**config.mk**
```make
export PLATFORM = sky130hd
export DESIGN_NAME = bitmap_set_find_first_flat
export DESIGN_NICKNAME = d
export VERILOG_FILES = /design/src/rtl/core/bsf_pkg.sv /design/src/rtl/core/bsf_if.sv /design/src/rtl/core/bsf_bitmap_mem.sv /design/src/rtl/core/bsf_word_unit.sv /design/src/rtl/core/bitmap_set_find_first.sv /design/src/flat_wrapper.sv
export SDC_FILE = /design/constraint.sdc
export NUM_CORES = 2
export LEC_CHECK = 0
export ABC_AREA = 1
export BUFFER_PORTS_ARGS = -buffer_cell sky130_fd_sc_hd__buf_2
export CAP_MARGIN = 15
export CORE_MARGIN = 1.5
export CORE_UTILIZATION = 41
export DETAILED_ROUTE_END_ITERATION = 7
export GPL_ROUTABILITY_DRIVEN = 1
export PLACE_DENSITY = 0.62
export SLEW_MARGIN = 40
export SYNTH_ARGS = -nofsm -noshare
export SYNTH_HDL_FRONTEND = slang
export SYNTH_HIERARCHICAL = 1
export SYNTH_SLANG_ARGS = --single-unit
```
**constraint.sdc**
```tcl
create_clock -name clk -period 5.2 [get_ports clk]
set_input_delay 0.26 -clock clk [delete_from_list [all_inputs] [get_ports clk]]
set_output_delay 0.26 -clock clk [all_outputs]
set_load 0.005 [all_outputs]
```
**src/rtl/core/bsf_pkg.sv**
```systemverilog
// Shared constants, action codes and word-unit request/response types
// for the bitmap set with find-first. No dependencies.
package bsf_pkg;

	// Bitmap geometry: element values fit the 10-bit element field
	localparam int unsigned MAX_ELEMENTS = 1024;
	localparam int unsigned ELEM_W       = 10;
	localparam int unsigned CAP_W        = 11;
	localparam int unsigned CNT_W        = 11;
	localparam int unsigned WORD_W       = 32;
	localparam int unsigned BIT_W        = $clog2(WORD_W);
	localparam int unsigned NUM_WORDS    = MAX_ELEMENTS / WORD_W;
	localparam int unsigned WADDR_W      = $clog2(NUM_WORDS);

	localparam logic [CAP_W-1:0] CAP_RESET = CAP_W'(MAX_ELEMENTS);

	typedef enum logic [1:0] {
		ACT_INSERT = 2'd0,
		ACT_ERASE  = 2'd1,
		ACT_TEST   = 2'd2,
		ACT_FIND   = 2'd3
	} action_t;

	// Request to the word unit for the word currently held in the read register
	typedef struct packed {
		action_t           action;
		logic [BIT_W-1:0]  bit_sel;  // target bit, also lowest bit for a scan
		logic              first_w;  // word holds the scan start
		logic              last_w;   // word holds the last valid element
		logic [BIT_W-1:0]  hi_off;   // highest valid bit in the last word
	} word_req_t;

	typedef struct packed {
		logic              bit_val;
		logic [WORD_W-1:0] new_word;
		logic              changed;
		logic              hit;
		logic [BIT_W-1:0]  hit_pos;
	} word_rsp_t;

endpackage

```
**src/rtl/core/bsf_if.sv**
```systemverilog
// Valid/ready channel interfaces for command and result beats.
// Depends on bsf_pkg for field widths.
interface bsf_in_if;
	import bsf_pkg::*;

	logic              valid;
	logic              ready;
	logic [1:0]        action;
	logic [ELEM_W-1:0] element;

	modport source(output valid, action, element, input ready);
	modport sink(input valid, action, element, output ready);
endinterface

interface bsf_out_if;
	import bsf_pkg::*;

	logic              valid;
	logic              ready;
	logic              range_error;
	logic              is_member;
	logic              first_found;
	logic [ELEM_W-1:0] first_index;
	logic [CNT_W-1:0]  member_count;
	logic              nonempty;

	modport source(output valid, range_error, is_member, first_found, first_index,
		member_count, nonempty, input ready);
	modport sink(input valid, range_error, is_member, first_found, first_index,
		member_count, nonempty, output ready);
endinterface

```
**src/rtl/core/bsf_bitmap_mem.sv**
```systemverilog
// Bitmap word memory: one write port, one registered read port, per-word
// valid flags so the whole set reads as empty right after reset. Uses bsf_pkg.
module bsf_bitmap_mem (
	input  logic                         clk,
	input  logic                         arst_n,
	input  logic                         rd_en,
	input  logic [bsf_pkg::WADDR_W-1:0]  rd_addr,
	output logic [bsf_pkg::WORD_W-1:0]   rd_data,
	input  logic                         wr_en,
	input  logic [bsf_pkg::WADDR_W-1:0]  wr_addr,
	input  logic [bsf_pkg::WORD_W-1:0]   wr_data
);
	import bsf_pkg::*;

	logic [WORD_W-1:0]    mem_q [NUM_WORDS];
	logic [NUM_WORDS-1:0] vld_q;
	logic [WORD_W-1:0]    rd_word_q;
	logic                 rd_vld_q;

	// Word storage and registered read
	always_ff @(posedge clk) begin
		if (wr_en) begin
			mem_q[wr_addr] <= wr_data;
		end
		if (rd_en) begin
			rd_word_q <= mem_q[rd_addr];
		end
	end

	// Track written words; an unwritten word reads as all zero
	always_ff @(posedge clk or negedge arst_n) begin
		if (!arst_n) begin
			vld_q    <= '0;
			rd_vld_q <= 1'b0;
		end else begin
			if (wr_en) begin
				vld_q[wr_addr] <= 1'b1;
			end
			if (rd_en) begin
				rd_vld_q <= vld_q[rd_addr];
			end
		end
	end

	assign rd_data = rd_vld_q ? rd_word_q : '0;

endmodule

```
**src/rtl/core/bsf_word_unit.sv**
```systemverilog
// Shared word unit: bit test, set/clear of one bit, and masked
// find-first-set over one bitmap word. Uses bsf_pkg.
module bsf_word_unit (
	input  logic [bsf_pkg::WORD_W-1:0] word,
	input  bsf_pkg::word_req_t         req,
	output bsf_pkg::word_rsp_t         rsp
);
	import bsf_pkg::*;

	logic [WORD_W-1:0] lo_mask;
	logic [WORD_W-1:0] hi_mask;
	logic [WORD_W-1:0] cand;
	logic [BIT_W-1:0]  pos;

	// Restrict the scan to bits at or above the start and below the limit
	always_comb begin
		lo_mask = req.first_w ? ({WORD_W{1'b1}} << req.bit_sel) : {WORD_W{1'b1}};
		hi_mask = req.last_w ? ({WORD_W{1'b1}} >> (BIT_W'(WORD_W - 1) - req.hi_off))
			: {WORD_W{1'b1}};
		cand = word & lo_mask & hi_mask;
	end

	// Priority encode the lowest candidate bit
	always_comb begin
		pos = '0;
		for (int i = WORD_W - 1; i >= 0; i--) begin
			if (cand[i]) begin
				pos = BIT_W'(i);
			end
		end
	end

	// Bit test, scan hit outputs, and bit update for insert and erase
	always_comb begin
		rsp.bit_val  = word[req.bit_sel];
		rsp.new_word = word;
		rsp.changed  = 1'b0;
		rsp.hit      = |cand;
		rsp.hit_pos  = pos;
		case (req.action)
			ACT_INSERT: begin
				rsp.new_word[req.bit_sel] = 1'b1;
				rsp.changed = !word[req.bit_sel];
			end
			ACT_ERASE: begin
				rsp.new_word[req.bit_sel] = 1'b0;
				rsp.changed = word[req.bit_sel];
			end
			default: begin
			end
		endcase
	end

endmodule

```
**src/rtl/core/bitmap_set_find_first.sv**
```systemverilog
// Bitmap set with find-first: the command beat starts the word read, the EVAL state
// registers the result, and the DONE state loads it into the output registers. Insert,
// erase and test evaluate one word; find-first scans N 32-bit words (1 to 32) at one word
// per cycle through the single memory read port. The next command is taken the cycle after
// the result loads; a result held by the receiver stalls the next command.
// Reset: set empty (per-word valid flags cleared), count zero, capacity 1024.
module bitmap_set_find_first (
	input  logic                       clk,
	input  logic                       arst_n,
	input  logic                       cfg_we,
	input  logic [bsf_pkg::CAP_W-1:0]  cfg_wdata,
	bsf_in_if.sink                     cmd,
	bsf_out_if.source                  res
);
	import bsf_pkg::*;

	typedef enum logic [2:0] {
		ST_IDLE = 3'b001,
		ST_EVAL = 3'b010,
		ST_DONE = 3'b100
	} state_t;

	state_t              state_q;
	logic [CAP_W-1:0]    cap_q;
	logic [CNT_W-1:0]    count_q;

	action_t             act_q;
	logic [ELEM_W-1:0]   elem_q;
	logic                in_range_q;
	logic [WADDR_W-1:0]  last_w_q;
	logic [BIT_W-1:0]    hi_off_q;
	logic [WADDR_W-1:0]  wp_q;

	logic                res_err_q;
	logic                res_mem_q;
	logic                res_found_q;
	logic [ELEM_W-1:0]   res_idx_q;

	logic                out_valid_q;
	logic                o_err_q;
	logic                o_mem_q;
	logic                o_found_q;
	logic [ELEM_W-1:0]   o_idx_q;
	logic [CNT_W-1:0]    o_cnt_q;
	logic                o_ne_q;

	logic [CAP_W-1:0]    lim;
	logic [CAP_W-1:0]    lim_m1;
	logic                in_range_d;
	logic                accept;
	logic                is_find;
	logic                scan_more;
	logic                eval_end;
	logic                load;

	logic                rd_en;
	logic [WADDR_W-1:0]  rd_addr;
	logic [WORD_W-1:0]   rd_data;
	logic                wr_en;

	word_req_t           req;
	word_rsp_t           rsp;

	// Effective limit and range check of the incoming element
	always_comb begin
		lim        = (cap_q > CAP_W'(MAX_ELEMENTS)) ? CAP_W'(MAX_ELEMENTS) : cap_q;
		lim_m1     = lim - CAP_W'(1);
		in_range_d = {1'b0, cmd.element} < lim;
	end

	assign cmd.ready = (state_q == ST_IDLE);
	assign accept    = cmd.valid && cmd.ready;

	// Word unit request for the word in the read register
	always_comb begin
		req.action  = act_q;
		req.bit_sel = elem_q[BIT_W-1:0];
		req.first_w = (wp_q == elem_q[ELEM_W-1:BIT_W]);
		req.last_w  = (wp_q == last_w_q);
		req.hi_off  = hi_off_q;
	end

	// Scan advances while nothing is found and words remain
	always_comb begin
		is_find   = (act_q == ACT_FIND);
		scan_more = (state_q == ST_EVAL) && is_find && in_range_q && !rsp.hit
			&& !req.last_w;
		eval_end  = (state_q == ST_EVAL) && !scan_more;
		wr_en     = (state_q == ST_EVAL) && in_range_q && rsp.changed;
		rd_en     = accept || scan_more;
		rd_addr   = accept ? cmd.element[ELEM_W-1:BIT_W] : WADDR_W'(wp_q + 1'b1);
		load      = (state_q == ST_DONE) && (!out_valid_q || res.ready);
	end

	bsf_bitmap_mem u_mem (
		.clk     (clk),
		.arst_n  (arst_n),
		.rd_en   (rd_en),
		.rd_addr (rd_addr),
		.rd_data (rd_data),
		.wr_en   (wr_en),
		.wr_addr (wp_q),
		.wr_data (rsp.new_word)
	);

	bsf_word_unit u_word (
		.word (rd_data),
		.req  (req),
		.rsp  (rsp)
	);

	// Sequencer, capacity register, member count and output valid
	always_ff @(posedge clk or negedge arst_n) begin
		if (!arst_n) begin
			state_q     <= ST_IDLE;
			cap_q       <= CAP_RESET;
			count_q     <= '0;
			out_valid_q <= 1'b0;
		end else begin
			if (cfg_we) begin
				cap_q <= cfg_wdata;
			end
			if (wr_en) begin
				count_q <= (act_q == ACT_INSERT) ? CNT_W'(count_q + 1'b1)
					: CNT_W'(count_q - 1'b1);
			end
			if (load) begin
				out_valid_q <= 1'b1;
			end else if (res.ready) begin
				out_valid_q <= 1'b0;
			end
			case (state_q)
				ST_IDLE: begin
					if (accept) begin
						state_q <= ST_EVAL;
					end
				end
				ST_EVAL: begin
					if (!scan_more) begin
						state_q <= ST_DONE;
					end
				end
				ST_DONE: begin
					if (load) begin
						state_q <= ST_IDLE;
					end
				end
				default: begin
					state_q <= ST_IDLE;
				end
			endcase
		end
	end

	// Command, scan pointer and result registers
	always_ff @(posedge clk) begin
		if (accept) begin
			act_q      <= action_t'(cmd.action);
			elem_q     <= cmd.element;
			in_range_q <= in_range_d;
			last_w_q   <= lim_m1[ELEM_W-1:BIT_W];
			hi_off_q   <= lim_m1[BIT_W-1:0];
			wp_q       <= cmd.element[ELEM_W-1:BIT_W];
		end else if (scan_more) begin
			wp_q <= WADDR_W'(wp_q + 1'b1);
		end
		if (eval_end) begin
			res_err_q   <= ((act_q == ACT_INSERT) || (act_q == ACT_ERASE)) && !in_range_q;
			res_mem_q   <= (act_q == ACT_TEST) && in_range_q && rsp.bit_val;
			res_found_q <= is_find && in_range_q && rsp.hit;
			res_idx_q   <= (is_find && in_range_q && rsp.hit) ? {wp_q, rsp.hit_pos} : '0;
		end
		if (load) begin
			o_err_q   <= res_err_q;
			o_mem_q   <= res_mem_q;
			o_found_q <= res_found_q;
			o_idx_q   <= res_idx_q;
			o_cnt_q   <= count_q;
			o_ne_q    <= (count_q != '0);
		end
	end

	assign res.valid        = out_valid_q;
	assign res.range_error  = o_err_q;
	assign res.is_member    = o_mem_q;
	assign res.first_found  = o_found_q;
	assign res.first_index  = o_idx_q;
	assign res.member_count = o_cnt_q;
	assign res.nonempty     = o_ne_q;

	// One command in flight at a time
	a_one_cmd: assert property (@(posedge clk) disable iff (!arst_n)
		accept |=> !cmd.ready)
		else $error("command accepted while another is in flight");

	// Member count moves by at most one per cycle
	a_count_step: assert property (@(posedge clk) disable iff (!arst_n)
		(count_q == $past(count_q)) || (count_q == CNT_W'($past(count_q) + 1'b1))
		|| (count_q == CNT_W'($past(count_q) - 1'b1)))
		else $error("member count jumped");

	// Only insert and erase write the bitmap
	a_write_kind: assert property (@(posedge clk) disable iff (!arst_n)
		wr_en |-> ((act_q == ACT_INSERT) || (act_q == ACT_ERASE)))
		else $error("bitmap written by test or find");

	// Count never exceeds the number of element values
	a_count_max: assert property (@(posedge clk) disable iff (!arst_n)
		count_q <= CNT_W'(MAX_ELEMENTS))
		else $error("member count above bitmap size");

endmodule
```
**src/flat_wrapper.sv**
```systemverilog
// flat-port wrapper written by rule: the top's interface ports become plain ports
module bitmap_set_find_first_flat import bsf_pkg::*;
  (clk, arst_n, cfg_we, cfg_wdata, cmd_valid, cmd_action, cmd_element, cmd_ready, res_valid, res_range_error, res_is_member, res_first_found, res_first_index, res_member_count, res_nonempty, res_ready);
  bsf_in_if cmd_i ();
  bsf_out_if res_i ();
  input  logic clk;
  input  logic arst_n;
  input  logic cfg_we;
  input  logic [bsf_pkg::CAP_W-1:0] cfg_wdata;
  input wire logic [$bits(cmd_i.valid)-1:0] cmd_valid;
  input wire logic [$bits(cmd_i.action)-1:0] cmd_action;
  input wire logic [$bits(cmd_i.element)-1:0] cmd_element;
  output wire logic [$bits(cmd_i.ready)-1:0] cmd_ready;
  output wire logic [$bits(res_i.valid)-1:0] res_valid;
  output wire logic [$bits(res_i.range_error)-1:0] res_range_error;
  output wire logic [$bits(res_i.is_member)-1:0] res_is_member;
  output wire logic [$bits(res_i.first_found)-1:0] res_first_found;
  output wire logic [$bits(res_i.first_index)-1:0] res_first_index;
  output wire logic [$bits(res_i.member_count)-1:0] res_member_count;
  output wire logic [$bits(res_i.nonempty)-1:0] res_nonempty;
  input wire logic [$bits(res_i.ready)-1:0] res_ready;
  assign cmd_i.valid = cmd_valid;
  assign cmd_i.action = cmd_action;
  assign cmd_i.element = cmd_element;
  assign cmd_ready = cmd_i.ready;
  assign res_valid = res_i.valid;
  assign res_range_error = res_i.range_error;
  assign res_is_member = res_i.is_member;
  assign res_first_found = res_i.first_found;
  assign res_first_index = res_i.first_index;
  assign res_member_count = res_i.member_count;
  assign res_nonempty = res_i.nonempty;
  assign res_i.ready = res_ready;
  bitmap_set_find_first u_core (.clk(clk), .arst_n(arst_n), .cfg_we(cfg_we), .cfg_wdata(cfg_wdata), .cmd(cmd_i), .res(res_i));
endmodule
```
# Yosys cells after proc, flatten, opt, wreduce, memory -nomap -nowiden
# Memory sizes are Yosys's and may differ from the RTL's. A register that Yosys moved wholly into a read port is not among the register bits.
# Cells that the tools add are included.
[totals] reg_bits=125 out_inout_bits=27 wordCells=152 memories=1 inputBits=28 ram_bits=1024
[mem_list] name="u_core.u_mem.mem_q" words=32 width=32 read_ports=1 rd_clocked_by_memory_dff=1 wr=1 line="bsf_bitmap_mem.sv:15" text="logic [WORD_W-1:0] mem_q [NUM_WORDS];"
[op_classes] n_shift=2 eq_ne=11 mux=56 reduce_logical=36 n_lt_le_gt_ge=7 addsub=5 bitwise=7
[ops] operator="bitwise AND 32 bit" count=3
[ops] operator="2-to-1 mux 32 bit" count=3
[ops] operator="2-to-1 mux 5 bit" count=19
[ops] operator="one-hot mux 33 bit (2 select lines)" count=1
[ops] operator="OR 32 bit" count=2
[ops] operator="2-to-1 mux 4 bit" count=8
[ops] operator="inverter 32 bit" count=1
[ops] operator="OR reduction 32 bit" count=1
[ops] operator="<< shifter 32 x 5 -> 32 bit (first input constant)" count=1
[ops] operator=">> shifter 32 x 5 -> 32 bit (first input constant)" count=1
[ops] operator="2-to-1 mux 11 bit" count=2
[ops] operator="2-to-1 mux 3 bit" count=7
[ops] operator="< comparator 5 x 6 -> 1 bit (second input constant)" count=3
[ops] operator="OR reduction 17 bit" count=1
[ops] operator="logical AND 1 bit" count=16
[ops] operator="adder 11 x 1 -> 11 bit (second input constant)" count=1
[ops] operator="greater-than comparator 11 bit (second input constant)" count=1
[ops] operator="< comparator 10 x 11 -> 1 bit" count=1
[ops] operator="nonzero test 11 bit" count=1
[ops] operator="subtractor 11 x 1 -> 11 bit (second input constant)" count=1
[ops] operator="binary-select mux 1 bit (select 5 bit)" count=2
[ops] operator="demux 1 bit (select 5 bit)" count=2
[ops] operator="== test 5 bit" count=2
[ops] operator=">= comparator 5 x 1 -> 1 bit (second input constant)" count=2
[ops] operator="23 further kinds" count=42

# Logic depth before layout (Yosys ltp)
[logic_depth] ltp_word=35 mapped_depth=42 mapped_depth_nobuf=41

# Hierarchy
# The synthesis kept the hierarchy.
[by_module_without_submodules] mod="bsf_bitmap_mem" seq_area_each_um2=32536.2 n_inst=1 area_per_inst_um2=43748.2 cells_each=3617
[by_module_without_submodules] mod="bitmap_set_find_first" seq_area_each_um2=2635.0 n_inst=1 area_per_inst_um2=4379.2 cells_each=401
[by_module_without_submodules] mod="bsf_word_unit" seq_area_each_um2=0.0 n_inst=1 area_per_inst_um2=1905.6 cells_each=407

# Worst setup path before layout
# OpenSTA, ideal clock, no wires.
[synth_timing] kind="register to register" start="reg u_core.u_mem.rd_vld_q" end="mem u_core.u_mem.mem_q[27][0], enable pin" period_less_slack_ns=4.091 setup_ns=0.422 path_buffers=2 stages_incl_launch_ff=15 path_slack_ns=1.109 arrival_ns=3.669 path_cell_list="dfrtp_1 clkbuf_1 clkbuf_1 nand2_1 inv_1 a22oi_1 nand2_1 a22o_1 a221oi_1 nand2_1 a21oi_1 nand2_1 nor2_4 nand3_1 nor2_1"
[synth_rtl] item="start: declaration" line="bsf_bitmap_mem.sv:18" text="logic rd_vld_q;"
[synth_rtl] item="start signal: assignment" line="bsf_bitmap_mem.sv:40" text="rd_vld_q <= vld_q[rd_addr];"
[synth_rtl] item="end: declaration" line="bsf_bitmap_mem.sv:15"

==> results_dict.tcl <==
set metrics [dict create \
    drt_iter0_markers 3968 \
    path_cells "clkinv_1, nor3_1, buf_4, a22o_1, a221oi_1, nand2_1, o21ai_0, a21oi_1, nand2_1, nor2_4, nand3_1, buf_4, nor2_4, buf_12" \
    p_comb_frac 0.379 \
    synth.most_common_cell "nand2_1" \
    wl_met1_mm 59.71 \
    internal_power_mw 19.89 \
    cts_tree "built" \
    gp_congestion 0.8919 \
    cts_max_path_buffers 3 \
    synth-compound-area-share 0.04129 \
    cts_buffers 119 \
    htreeDepth 3 \
    p_per_area_nw_per_um2 576.9 \
    irDropWorstVdd_uv 383.7 \
    synth_top_family_by_area "simple AND/OR/NAND/NOR gates" \
    post-route-period-util 0.8125 \
    final_nets 4578 \
    instances_no_fill 6244 \
    cpPeakStageDelay_ns 0.67 \
    synth_warnings 6 \
    reg2reg_slack_ns 0.98 \
    antenna_found_initial 1 \
    clkSinkCount 1181 \
    dp_cells 5983 \
    critical_path_class "flip-flop to flip-flop" \
    drt_pre_antenna_iters 7 \
    fin_area_um2 57000 \
    slew_viol_final 0 \
    placementRows 127 \
    clk_pin_slew_worst_paths_ns 0.06 \
    period_minus_slack_ns 4.225 \
    die_height_um 352.3 \
    post_synth_xor_area_fraction 0.003501 \
    hold_buffers 36 \
    synthesis.nets 4474 \
    ys_ff_latch 1181 \
    synth_simple_gate_area_frac 0.2029 \
    synth_top_area_cell "edfxtp_1" \
    endpoint "u_core/u_mem/mem_q[13][24]$_DFFE_PP_" \
    ctsResizeCount 0 \
    port_buffers 54 \
    avgViaCountPerCell 5.478 \
    ys_types 55 \
    top_layer_used "met4" \
    synth_cells 4425 \
    overflow 0 \
    path_max_fanout 15 \
    clock.fmax_mhz 236.7 \
    r2r-start "u_core/elem_q[4]$_DFFE_PP_" \
    die_w_um 352.3 \
    async_reset_ff_frac 0.04996 \
    run_status "finished, final reports clean" \
    critPathLaunchType "flip-flop" \
    grt_pass1_vias 32490 \
    num_io_pins 55 \
    cp_data_required_time_ns 5.59 \
    skew_ns 0.03855 \
    drt_wl_total_mm 141.0 \
    grt_max_degree 127 \
    syn_area_per_cell_um2 11.31 \
    crit_path_top_delay_cell "edfxtp_1" \
    die-area_um2 124100 \
    diodes 0 \
    synth-seq-area-share 0.7030 \
    r2r_cells 14 \
    cp-startpoint "u_core/elem_q[4]$_DFFE_PP_" \
    clkPwrFrac 0.255 \
    power_frac_seq 0.367 \
    clock_latency_ns 0.72 \
    hold_violations 0 \
    cts_setup_buffers 0 \
    synth_area_um2 50030 \
    met3_length_mm 10.71 \
    place_area_um2 52820 \
    drive_above_1_share 0.1084 \
    ys_top_cells_by_count "nand2_1 (1391), edfxtp_1 (1122), nand3_1 (708), nor2_1 (217), a21oi_1 (198)" \
    rsz0062_at_grt "no" \
    netSwitchingPower_mw 12.99 \
    dp_hpwl_mm 80.73 \
    cap_violations 0 \
    synthMuxAreaShare 0.004026 \
    hold_path.class "primary input to flip-flop" \
    slew_headroom 0.4218 \
    start_util 0.4154 \
    netSwitchingFraction 0.3951 \
    leakage_nw 21.36 \
    drc 0 \
    avgRoutedWirePerCell_um 22.58 \
    core-area_um2 120400 \
    wl_met2_mm 65.85 \
    crit_arrival_ns 4.62 \
    drtAntennaViolNets 0 \
    vias 34200 \
    synth-edff-count 1122 \
    area_delta_synth_final_pct 13.92 \
    cts_root_buf "clkbuf_16" \
    tns_ns 0 \
    r2r_end "u_core/u_mem/mem_q[13][24]$_DFFE_PP_" \
    ys.flop_type "edfxtp_1" \
    yosys-top-cells-area "edfxtp_1 (67%), nand2_1 (10%), nand3_1 (7.1%)" \
    grt_usage 0.2234 \
    netlist.area_leader.share 0.6734 \
    finalSetupViolations 0 \
    grt_pass1_wl_mm 211.0 \
    synthAdderAreaFrac 0.005402 \
    worstSetupEndpointType "flip-flop" \
    worstMarginPinSlew_ns 0.8673 \
]
-- logic make-up (layout without fill, tap and decap cells) --
group | Yosys count | after routing
simple gates | 2404 | 2404
flops | 1181 | 1181
mux | 19 | 19
xor+xnor | 20 | 20
buf+inv | 413 | 620
fa+ha+maj | 21 | 21
compound gates | 367 | 367
-- power by group through the flow --
stage / sequential [mW] / clock, mW / combinational, mW
after floorplan: 12.1 / 0 / 8.02
after global placement: 12.3 / 0 / 12.1
after global routing: 12.1 / 8.85 / 13.6
after detailed placement: 12.2 / 0 / 12.3
final: 12.1 / 8.38 / 12.4
after CTS: 12.1 / 8.51 / 12.4
-- per-stage QoR --
stage / worst slack [ns] / hold WS (ns) / total power [mW] / util
final: 0.9751 / 0.05779 / 32.88 / 0.4732
after floorplan: 1.109 / -0.03559 / 20.14 / -
after detailed placement: 1.042 / 0.4045 / 24.55 / 0.4385
after CTS: 1.034 / 0.003707 / 32.93 / 0.4731
after global routing: 0.5094 / 0.04385 / 34.57 / 0.4732
after global placement: 1.075 / 0.4037 / 24.41 / 0.4376
-- area by class of cell --
class	count	area (µm²)
flip-flops and latches	1181	35170
clock buffers	153	3147
multi-input cells	2831	13250
well taps	1612	2017
inverters	170	658.1
fillers	10810	63450
repair buffers	226	2096
clock inverters	71	660.6
-- flip-flops by register name (all words and copies together), names as in the netlist, 10 cells and up --
register / flops
u_core/u_mem/mem_q: 1024
u_core/elem_q: 10
u_core/cap_q: 11
u_core/count_q: 11
u_core/res_idx_q: 10
u_core/res.first_index: 10
u_core/u_mem/rd_word_q: 32
u_core/u_mem/vld_q: 32
u_core/res.member_count: 11
-- how the worst min path moves through the flow --
| stage | start | end | slack (ns) | depth (start not counted) |
|---|---|---|---|---|
| floorplan | arst_n | u_core/cap_q[0]$_DFFE_PN0P_ | -0.04 | 0 |
| global placement | u_core/res_idx_q[7]$_SDFFCE_PN0P_ | u_core/res.first_index[7]$_DFFE_PP_ | 0.40 | 0 |
| detailed placement | u_core/res_idx_q[7]$_SDFFCE_PN0P_ | u_core/res.first_index[7]$_DFFE_PP_ | 0.40 | 0 |
| CTS | cfg_we | u_core/cap_q[5]$_DFFE_PN0P_ | 0.004 | 2 |
| global route | cfg_we | u_core/cap_q[5]$_DFFE_PN0P_ | 0.04 | 2 |
| finish | cfg_we | u_core/cap_q[5]$_DFFE_PN0P_ | 0.06 | 2 |
-- cell usage in the layout, fill, tap and decap left out, types with 4 or more instances in the layout --
master and instances:
nor2_4 35, o31ai_1 35, clkinv_2 22, nor4_1 7, a21oi_1 190, a22oi_1 12
a21oi_4 5, dfrtp_1 56, buf_2 54, dlygate4sd3_1 36, mux2i_1 10, buf_4 96
nor3_1 17, o21ai_0 80, buf_8 6, bufinv_16 10, clkbuf_16 120, nand2_2 8
nand3_2 4, a21oi_2 5, nor2_1 183, buf_12 31, ha_1 20, xor2_1 9
nand3_1 708, o21ai_4 4, xnor2_1 11, o221ai_1 4, inv_2 27, nand2_1 1389
nand4_1 11, o211ai_1 5, edfxtp_1 1122, clkbuf_1 31, mux2_2 9, inv_1 139
clkinv_1 27, or2_2 32, clkinvlp_4 7
-- metal layers --
layer,GRT usage,vias to the layer above
li1,-,15650
met4,0.07629,0
met1,0.3129,16820
met2,0.3559,1459
met5,0,-
met3,0.03348,274
-- worst max-delay path, delay by kind of cell, from the launching register on --
kind / cells / cell delay [ns]
AO/OA/AOI/OAI: 4 / 0.46
flip-flops: 1 / 0.67
AND/OR/NAND/NOR: 6 / 1.67
buffers and inverters: 4 / 1.11
No activity file was read; power rests on OpenSTA's default activity.
